## config.mk

```make
export PLATFORM = sky130hd
export DESIGN_NAME = greedy_worker_makespan_estimator_core
export DESIGN_NICKNAME = d
export VERILOG_FILES = /design/src/hw/rtl/gwme_pkg.sv /design/src/hw/rtl/gwme_ram.sv /design/src/hw/rtl/greedy_worker_makespan_estimator_core.sv
export SDC_FILE = /design/constraint.sdc
export NUM_CORES = 2
export LEC_CHECK = 0
export CORE_MARGIN = 5
export CORE_UTILIZATION = 45
export CTS_CLUSTER_SIZE = 40
export DETAILED_ROUTE_END_ITERATION = 16
export DONT_BUFFER_PORTS = 1
export PLACE_DENSITY = 0.65
export SYNTH_ARGS = -nofsm -noshare
export SYNTH_HDL_FRONTEND = slang
export SYNTH_HIERARCHICAL = 1
export SYNTH_SLANG_ARGS = --single-unit
```

## constraint.sdc

```tcl
create_clock -name clk -period 14.9 [get_ports clk]
set_input_delay 2.98 -clock clk [delete_from_list [all_inputs] [get_ports clk]]
set_output_delay 2.98 -clock clk [all_outputs]
set_load 0.01 [all_outputs]
```

## src/hw/rtl/gwme_pkg.sv

```systemverilog
`timescale 1ns / 1ps
// ----------------------------------------------------------------------------
// gwme_pkg
// Shared widths, limits and reset values for the greedy makespan estimator.
// ----------------------------------------------------------------------------
package gwme_pkg;

  localparam int MAX_WORKERS_DEF = 16;
  localparam int TIME_W          = 32;
  localparam int SUM_W           = 48;
  localparam int NW_W            = 5;
  localparam int WID_W           = 4;

  localparam logic [SUM_W-1:0] SUM_MAX     = {SUM_W{1'b1}};
  localparam logic [NW_W-1:0]  NW_RST      = 5'd16;

endpackage

```

## src/hw/rtl/gwme_ram.sv

```systemverilog
`timescale 1ns / 1ps
// ----------------------------------------------------------------------------
// gwme_ram
// Simple dual-port RAM: one write port, one read port with registered data.
// ----------------------------------------------------------------------------
module gwme_ram #(
  parameter  int WIDTH  = 32,
  parameter  int DEPTH  = 16,
  localparam int ADDR_W = (DEPTH > 1) ? $clog2(DEPTH) : 1
) (
  input  logic                clk,
  input  logic                we,
  input  logic [ADDR_W-1:0]   waddr,
  input  logic [WIDTH-1:0]    wdata,
  input  logic [ADDR_W-1:0]   raddr,
  output logic [WIDTH-1:0]    rdata
);

  logic [WIDTH-1:0] mem [DEPTH];

  always_ff @(posedge clk) begin
    if (we) begin
      mem[waddr] <= wdata;
    end
    rdata <= mem[raddr];
  end

endmodule

```

## src/hw/rtl/greedy_worker_makespan_estimator_core.sv

```systemverilog
`timescale 1ns / 1ps
// ----------------------------------------------------------------------------
// greedy_worker_makespan_estimator_core
// Greedy list scheduling of task durations onto a set of workers.
// ----------------------------------------------------------------------------
// Usage:
//   cfg_valid/cfg_data set the worker count (0 counts as 1, values above
//   MAX_WORKERS count as MAX_WORKERS); write it only while the block is idle.
//   s_axis carries one task duration per transaction, tlast marks the end
//   of a run. m_axis returns one result per task: assigned worker, makespan
//   and total work; tlast flags the result that closes the run.
//   Each task takes two passes: one scan over the remaining-time RAM to
//   find an idle worker or the minimum, then one read-modify-write pass
//   over both worker RAMs that ages the workers, books the task and finds
//   the largest busy time. Each pass waits on the registered read, and
//   the single read port of each RAM serves one worker at a time.
//   s_axis_tready is low while a task is in work, so a new task is taken
//   only once the previous one has left the update pass.
//   The result sits in an output register; the next task is taken while it
//   waits, and a finished result stalls only until that register frees.
//   Reset clears all worker state through per-entry valid bits at once, so
//   no clearing pass is needed; the end of a run clears them the same way.
// ----------------------------------------------------------------------------
module greedy_worker_makespan_estimator_core
  import gwme_pkg::*;
#(
  parameter int MAX_WORKERS = MAX_WORKERS_DEF
) (
  input  logic             clk,
  input  logic             rst,
  input  logic             cfg_valid,
  output logic             cfg_ready,
  input  logic [NW_W-1:0]  cfg_data,       // num_workers
  input  logic             s_axis_tvalid,
  output logic             s_axis_tready,
  input  logic [31:0]      s_axis_tdata,   // task_time[31:0]
  input  logic             s_axis_tlast,   // last_task
  output logic             m_axis_tvalid,
  input  logic             m_axis_tready,
  output logic [103:0]     m_axis_tdata,   // assigned_worker[3:0], makespan[51:4],
                                           // total_work[99:52], zero fill
  output logic             m_axis_tlast    // run_done
);

  localparam int IDX_W = (MAX_WORKERS > 1) ? $clog2(MAX_WORKERS) : 1;
  localparam int CNT_W = $clog2(MAX_WORKERS + 1);

  typedef enum logic [3:0] {
    ST_IDLE   = 4'b0001,
    ST_SCAN   = 4'b0010,
    ST_UPDATE = 4'b0100,
    ST_FINISH = 4'b1000
  } state_t;

  state_t state;

  logic [NW_W-1:0]        num_workers;
  logic [SUM_W-1:0]       work_sum;
  logic [MAX_WORKERS-1:0] valid;

  logic [TIME_W-1:0]      t_q;
  logic                   last_q;
  logic [CNT_W-1:0]       n_q;
  logic [CNT_W-1:0]       cnt;
  logic                   rd_vld;
  logic [IDX_W-1:0]       rd_idx;
  logic                   vrd;
  logic                   found;
  logic [IDX_W-1:0]       sel;
  logic [TIME_W-1:0]      least;
  logic [SUM_W-1:0]       span;

  logic [WID_W-1:0]       out_worker;
  logic [SUM_W-1:0]       out_span;
  logic [SUM_W-1:0]       out_total;
  logic                   out_last;
  logic                   out_valid;

  logic [CNT_W-1:0]       n_act;
  logic [31:0]            nw_ext;
  logic                   in_acc;
  logic                   issue;
  logic                   load;
  logic [SUM_W:0]         wsum;
  logic [TIME_W-1:0]      rem_dout;
  logic [SUM_W-1:0]       busy_dout;
  logic [TIME_W-1:0]      rem_v;
  logic [SUM_W-1:0]       busy_v;
  logic [SUM_W:0]         bsum;
  logic [SUM_W-1:0]       busy_new;
  logic [TIME_W-1:0]      rem_new;
  logic                   wr_en;
  logic [IDX_W+WID_W-1:0] sel_ext;

  assign cfg_ready     = 1'b1;
  assign s_axis_tready = (state == ST_IDLE);
  assign in_acc        = s_axis_tvalid && s_axis_tready;
  assign issue         = (state inside {ST_SCAN, ST_UPDATE}) && (cnt < n_q);
  assign load          = (state == ST_FINISH) && (!out_valid || m_axis_tready);
  assign wr_en         = (state == ST_UPDATE) && rd_vld;

  always_comb begin
    nw_ext = {27'd0, num_workers};
    if (nw_ext == 32'd0) begin
      n_act = CNT_W'(1);
    end else if (nw_ext > 32'(MAX_WORKERS)) begin
      n_act = CNT_W'(MAX_WORKERS);
    end else begin
      n_act = CNT_W'(nw_ext);
    end
  end

  assign wsum   = {1'b0, work_sum} + {17'd0, s_axis_tdata};
  assign rem_v  = vrd ? rem_dout : '0;
  assign busy_v = vrd ? busy_dout : '0;
  assign bsum   = {1'b0, busy_v} + {17'd0, t_q};

  always_comb begin
    if (rd_idx == sel) begin
      rem_new  = t_q;
      busy_new = bsum[SUM_W] ? SUM_MAX : bsum[SUM_W-1:0];
    end else begin
      rem_new  = found ? rem_v : rem_v - least;
      busy_new = busy_v;
    end
  end

  assign sel_ext = {{WID_W{1'b0}}, sel};

  gwme_ram #(.WIDTH(TIME_W), .DEPTH(MAX_WORKERS)) u_rem_ram (
    .clk   (clk),
    .we    (wr_en),
    .waddr (rd_idx),
    .wdata (rem_new),
    .raddr (cnt[IDX_W-1:0]),
    .rdata (rem_dout)
  );

  gwme_ram #(.WIDTH(SUM_W), .DEPTH(MAX_WORKERS)) u_busy_ram (
    .clk   (clk),
    .we    (wr_en),
    .waddr (rd_idx),
    .wdata (busy_new),
    .raddr (cnt[IDX_W-1:0]),
    .rdata (busy_dout)
  );

  always_ff @(posedge clk) begin
    if (rst) begin
      state       <= ST_IDLE;
      num_workers <= NW_RST;
      work_sum    <= '0;
      valid       <= '0;
      rd_vld      <= 1'b0;
      out_valid   <= 1'b0;
    end else begin
      if (cfg_valid && cfg_ready) begin
        num_workers <= cfg_data;
      end

      rd_vld <= issue;
      if (issue) begin
        rd_idx <= cnt[IDX_W-1:0];
        vrd    <= valid[cnt[IDX_W-1:0]];
        cnt    <= cnt + CNT_W'(1);
      end

      if (wr_en) begin
        valid[rd_idx] <= 1'b1;
      end

      if (load) begin
        out_valid <= 1'b1;
      end else if (m_axis_tready) begin
        out_valid <= 1'b0;
      end

      case (state)
        ST_IDLE: begin
          if (in_acc) begin
            t_q      <= s_axis_tdata;
            last_q   <= s_axis_tlast;
            n_q      <= n_act;
            cnt      <= '0;
            found    <= 1'b0;
            work_sum <= wsum[SUM_W] ? SUM_MAX : wsum[SUM_W-1:0];
            state    <= ST_SCAN;
          end
        end
        ST_SCAN: begin
          if (rd_vld && !found) begin
            if (rem_v == '0) begin
              found <= 1'b1;
              sel   <= rd_idx;
            end else if (rd_idx == '0 || rem_v < least) begin
              least <= rem_v;
              sel   <= rd_idx;
            end
          end
          if (cnt == n_q && !rd_vld) begin
            cnt   <= '0;
            state <= ST_UPDATE;
          end
        end
        ST_UPDATE: begin
          if (rd_vld) begin
            if (rd_idx == '0 || busy_new > span) begin
              span <= busy_new;
            end
          end
          if (cnt == n_q && !rd_vld) begin
            state <= ST_FINISH;
          end
        end
        ST_FINISH: begin
          if (load) begin
            out_worker <= sel_ext[WID_W-1:0];
            out_span   <= span;
            out_total  <= work_sum;
            out_last   <= last_q;
            if (last_q) begin
              valid    <= '0;
              work_sum <= '0;
            end
            state <= ST_IDLE;
          end
        end
        default: begin
          state <= ST_IDLE;
        end
      endcase
    end
  end

  assign m_axis_tvalid = out_valid;
  assign m_axis_tdata  = {4'd0, out_total, out_span, out_worker};
  assign m_axis_tlast  = out_last;

  a_clear_on_last: assert property (@(posedge clk) disable iff (rst)
    (load && last_q) |=> (valid == '0 && work_sum == '0))
    else $error("worker state not cleared at end of run");

  a_start_scan: assert property (@(posedge clk) disable iff (rst)
    in_acc |=> (state == ST_SCAN && cnt == '0 && !found))
    else $error("scan did not start after task accept");

  a_sel_range: assert property (@(posedge clk) disable iff (rst)
    (state == ST_FINISH) |-> ({{CNT_W{1'b0}}, sel} < {{IDX_W{1'b0}}, n_q}))
    else $error("selected worker outside active count");

  a_cnt_bound: assert property (@(posedge clk) disable iff (rst)
    (state == ST_SCAN || state == ST_UPDATE) |-> (cnt <= n_q))
    else $error("pass counter overran active count");

  a_no_write_in_scan: assert property (@(posedge clk) disable iff (rst)
    (state == ST_SCAN) |-> !wr_en)
    else $error("RAM write during scan pass");

endmodule
```

== Word level (Yosys, flattened, before mapping) ==
Memories as Yosys holds them, arrays and structs flattened. A register that Yosys moved wholly into a read port is not among the register bits.
Index checks and enable logic that the tools add are counted.
Cells by class
  $add $sub $neg: 4
  $lt $le $gt $ge: 7
  equal/unequal tests: 13
  muxes and demuxes: 39
  bitwise operators: 3
  reduce and logical (&&, ||, !) cells: 31
Operators with widths (number)
  48-bit 2-to-1 mux: 7
  48-bit by 32-bit adder with 49-bit output: 2
  32-bit 2-to-1 mux: 3
  48-bit one-hot mux with 2 select lines: 1
  16-bit 2-to-1 mux: 4
  48-bit > comparator: 1
  32-bit zero test: 1
  32-bit less-than comparator: 1
  32-bit subtractor: 1
  4-bit 2-to-1 mux: 6
  5-bit 2-to-1 mux: 4
  16-bit OR: 1
  4-bit one-hot mux with 4 select lines: 1
  4-bit AND reduction: 4
  4-bit by 5-bit less-than comparator with 1-bit output (second input constant): 2
  2-bit by 1-bit inequality test with 1-bit output (second input constant): 5
  5-bit one-hot mux with 2 select lines: 1
  5-bit AND reduction: 2
  2-bit nonzero test: 5
  1-bit 2-to-1 mux: 9
  1-bit logical AND: 7
  3-bit AND reduction: 2
  5-bit by 1-bit adder with 5-bit output (second input constant): 1
  5-bit equality test: 1
  other kinds (19): 25
Storage, ports and cells
  flip-flop bits (word level): 309
  RAM bits: 1280
  input bits: 43
  logic and storage cells: 120
  memories: 2
Memory list
  u_busy_ram.mem: words 16, bits a word 48, read ports 1, clocked after Yosys merged registers in 1, write ports 1, RTL line gwme_ram.sv:19  | logic [WIDTH-1:0] mem [DEPTH];
  u_rem_ram.mem: words 16, bits a word 32, read ports 1, clocked after Yosys merged registers in 1, write ports 1, RTL line gwme_ram.sv:19

== Longest topological paths before layout ==
  depth in word-level cells: 9
  depth in mapped cells: 30
  gate-level depth less buffers: 25

== Hierarchy ==
The synthesis kept the hierarchy.
Modules (own cells, without submodules)
  gwme_ram at u_busy_ram: times used 1, cells each 1242, area each 29691.0 um2, sequential area each 24023.0 um2
  gwme_ram at u_rem_ram: times used 1, cells each 838, area each 19835.3 um2, sequential area each 16015.4 um2
  greedy_worker_makespan_estimator_core: times used 1, cells each 2015, area each 19074.5 um2, sequential area each 8528.2 um2

== Worst setup path after synthesis ==
OpenSTA, ideal clock, no wires.
  kind: register to register
  start: reg vrd
  end: reg span[0] (enable)
  arrival: 9.665 ns
  setup slack: 4.662 ns
  cell stages (with the launch flop): 31
  path buffers: 7
  clock period less this slack: 10.238 ns
  cell sequence: edfxtp_1 > buf_4 > clkbuf_1 > clkbuf_1 > clkbuf_1 > nand2_1 > inv_1 > ha_1 > clkbuf_1 > nand3_1 > a211oi_1 > o21ai_1 > a211oi_1 > a21boi_1 > o21ai_1 > and2_1 > buf_2 > buf_2 > nor3_1 > a21oi_1 > ha_1 > nor2b_1 > o21a_1 > o21a_1 > o21a_1 > o21a_1 > o2111ai_1 > or3b_1 > a221o_1 > a211oi_1 > nor4_1
Between the ends
  longest elaborated chain between the ends: 7
Ends and longest elaborated chain
  start: declaration: RTL line greedy_worker_makespan_estimator_core.sv:67  | logic vrd;
  start signal: assignment: RTL line greedy_worker_makespan_estimator_core.sv:164  | vrd <= valid[cnt[IDX_W-1:0]];
  48-bit 2-to-1 mux *: RTL line greedy_worker_makespan_estimator_core.sv:115  | assign busy_v = vrd ? busy_dout : '0;
  48-bit by 32-bit adder with 49-bit output: RTL line greedy_worker_makespan_estimator_core.sv:116  | assign bsum = {1'b0, busy_v} + {17'd0, t_q};
  48-bit 2-to-1 mux: RTL line greedy_worker_makespan_estimator_core.sv:121  | busy_new = bsum[SUM_W] ? SUM_MAX : bsum[SUM_W-1:0];
  48-bit 2-to-1 mux *: RTL line greedy_worker_makespan_estimator_core.sv:119  | if (rd_idx == sel) begin
  via busy_new[1]: RTL line greedy_worker_makespan_estimator_core.sv:90  | logic [SUM_W-1:0] busy_new;
  48-bit > comparator *: RTL line greedy_worker_makespan_estimator_core.sv:207  | if (rd_idx == '0 || busy_new > span) begin
  1-bit logical OR *: RTL line greedy_worker_makespan_estimator_core.sv:207
  4-bit AND reduction (no line) *
  end signal: assignment: RTL line greedy_worker_makespan_estimator_core.sv:208  | span <= busy_new;
  end: declaration: RTL line greedy_worker_makespan_estimator_core.sv:71  | logic [SUM_W-1:0] span;
The timed path passes the listed nets; every way through them passes the cells marked *.
A chain may end at the register's enable or synchronous reset.

== Final worst setup path ==
  start: reg vrd
  end: reg span[32] (enable)
The elaborated chain is that of the path after synthesis.

==> impl_results.md <==
* Initial core utilization at 45.2%
* Root buffer cell: clkbuf_16
* Number of instances in the placed design at 6034
* Setup Crit Path Kind: flip-flop to flip-flop
* Tcrit/Tclk final at 51.0%
* Distinct cells, synth at 81
* Worst EP required at 15.37 ns
* Sequential area share after synthesis at 70.8%
* Avg Inst Size Synth at 16.8 µm²
* Pin count of the biggest net entering global routing at 91
* Post-synth top area share at 66.3%
* Maximum VDD drop at 0.000112 V
* First-pass GRT wire length at 256000 µm
* Initial antenna violation count at 6
* Final hold vios at 0
* Post-synthesis instance total at 4095
* Die X at 400 µm
* CTS tree: built
* Drt drc at 0
* Number of flops mapped to enable cells by yosys at 1514
* Cell Rows at 143
* Final core occ at 50.6%
* Vias in the first global route at 37200
* Most area-consuming cells after synthesis: edfxtp_1 (66%), mux4_2 (11%), dfxtp_1 (4.5%), ha_1 (2.7%), a22oi_1 (1.9%)
* Worst R2R End: span[32]
* Layout Cells excl Fill at 6338
* Leak at 26.1 nW
* Slew @ Worst Pin at 1.37 ns
* Final net count at 4363
* CTS Hold Bufs at 0
* Total number of yosys warnings at 6
* DR vias at 38000
* Post-synthesis async set-or-reset flop share at 0%
* Arrival time of the worst setup path at 8.08 ns
* Outcome: complete, no violations
* P per Cell Area at 140 nW/µm²
* Setup TNS at 0 ns
* Routed WL at 175000 µm
* Hold EP: out_total[6]
* PortBufs at 0
* Place WS at 7.34 ns
* Grt ovf at 0
* GRT Total Usage at 21.4%
* Relative slew slack at 8.44%
* Drt pass-1 iters at 6
* Die Height at 400 µm
* Setup slack, reg-to-reg at 7.30 ns
* Slowest-stage cell, CP: o21ai_1
* Peak Freq at 132 MHz
* Crit Reg-Reg Startpoint: vrd
* Clock latency at the later pin of the worst-skew pair at 0.78 ns
* Number of H-tree levels at 4
* Slew Viols, Final at 0
* Clock Skew at 0.0221 ns
* #FFs+latches synth at 1669
* Hold Path Depth at 0
* Slowest stage delay, CP at 0.95 ns
* Post-synth top flop: edfxtp_1
* Mapped Area at 68600 µm²
* Register area at 48600 µm²
* Total core area at 152000 µm²
* Fillers at 12400
* Post-DP HPWL at 100000 µm
* HP Class: flip-flop to flip-flop
* Worst-path fanout max at 61
* Final Critical Period at 7.60 ns
* # IOs at 151
* Ratio of cells with drive above 1 in the final layout at 17.1%
* Detailed Route Iter0 Violations at 4473
* Post-CTS setup buffers at 0
* Max Buffers Root-to-Sink at 3
* Final worst setup slack at 7.30 ns
* Clk slew on worst S/H paths at 0.06 ns
* Routed length per instance at 27.5 µm
* Area Growth Syn to Fin at 11.8%
* Reg2Reg Depth at 27
* Clk sink count at 1669
* RSZ-0062 raised after global routing: false
* GP Congestion at 0.913
* Routed Antenna Nets at 0
* Multi-input logic area at 18900 µm²
* Final setup fails at 0
* Crit end category: flip-flop
* Synth area leader: edfxtp_1
* Worst Setup Start Kind: flip-flop
* Via density at 5.99
* Worst path most repeated cell: a21o_1
* Hold Crit Start: work_sum[6]
* Resized Gates After CTS at 0
* Die area at 160000 µm²
* Most frequent cells in the layout: edfxtp_1 (1514), mux4_2 (325), nand2_1 (290), a21oi_1 (183), a22oi_1 (175)
* Max cap viols at 0
* Commonest non-fill, non-tap cell in the layout: edfxtp_1
* Inserted Clock Buffers at 162
## layout make-up
type,instances,share of cell area (%)
clock inverter,74,1.04
antenna,5,0.0163
sequential,1669,63.3
tap,2030,3.31
multi-input combinational,2091,24.7
timing repair buffer,99,0.985
inverter,145,0.709
clock buffer,225,5.96
## power breakdown
group | internal, mW | total, mW | switching, mW | leakage [nW]
registers | 5.31 | 5.39 | 0.0737 | 15.1
logic | 0.465 | 1.21 | 0.749 | 8.45
clock network | 2.37 | 4.13 | 1.76 | 2.62
total | 8.15 | 10.7 | 2.58 | 26.1
## routing by layer
layer	GRT usage, %	share of wire, %
met5	0	0
met4	5.48	2.3
met3	3.78	7.9
met2	34.7	48
met1	30.4	42
## flip-flops by register name, indices dropped and copies added, names as in the netlist, 32 cells and up
register,flops
out_span,48
t_q,32
span,48
u_busy_ram/mem,768
u_busy_ram/rdata,48
u_rem_ram/mem,512
out_total,48
u_rem_ram/rdata,32
work_sum,48
least,32
## synthesized netlist by cell type (all sizes together) (22+ instances only)
master	count
dfxtp	155
mux4	325
nand4	40
buf	84
o21a	22
a22oi	175
nor4	23
xnor2	54
nand3	42
and3	23
a21oi	184
and2	55
a31oi	29
xor2	43
edfxtp	1514
nor2b	31
clkbuf	109
o21ai	114
nor2	185
inv	144
nor3	46
nand2	291
ha	149
a21o	63
## critical path: cells and delay by family (launching register included)
family,cells,cell delay (ns)
simple gates,5,0.99
buf+inv,4,1.20
compound gates,15,3.84
fa+ha+maj,3,0.82
flops,1,0.37
## worst max-delay path by stage
stage	endpoint	from	slack, ns	cells past startpoint
floorplan	span[0]	vrd	4.66	30
global placement	span[35]	vrd	7.61	27
detailed placement	span[9]	vrd	7.34	27
CTS	span[36]	vrd	7.34	27
global route	span[31]	vrd	6.75	27
finish	span[32]	vrd	7.30	27
## through the flow
stage	area, µm²	hold slack, ns	total power [mW]
after floorplan	68600	0.426	6.33
after global placement	71300	0.444	6.68
after detailed placement	71300	0.452	6.69
after CTS	76700	0.461	10.8
after global routing	76700	0.476	11.1
final	76700	0.463	10.7
## kinds of logic (layout without fill, tap and decap cells)
family,after synthesis,after routing,share of synthesized area [%]
DFF,1669,1669,70.8
xor gates and xnor gates,97,97,1.25
and+or+nand+nor,794,794,5.48
other,2,10,0.0109
adders and majority gates,152,152,2.81
buffers and inverters,338,543,2.06
AOI/OAI and AO/OA,707,707,6.77
muxes,336,336,10.8
Note: power is estimated with default switching activity, not from simulation.
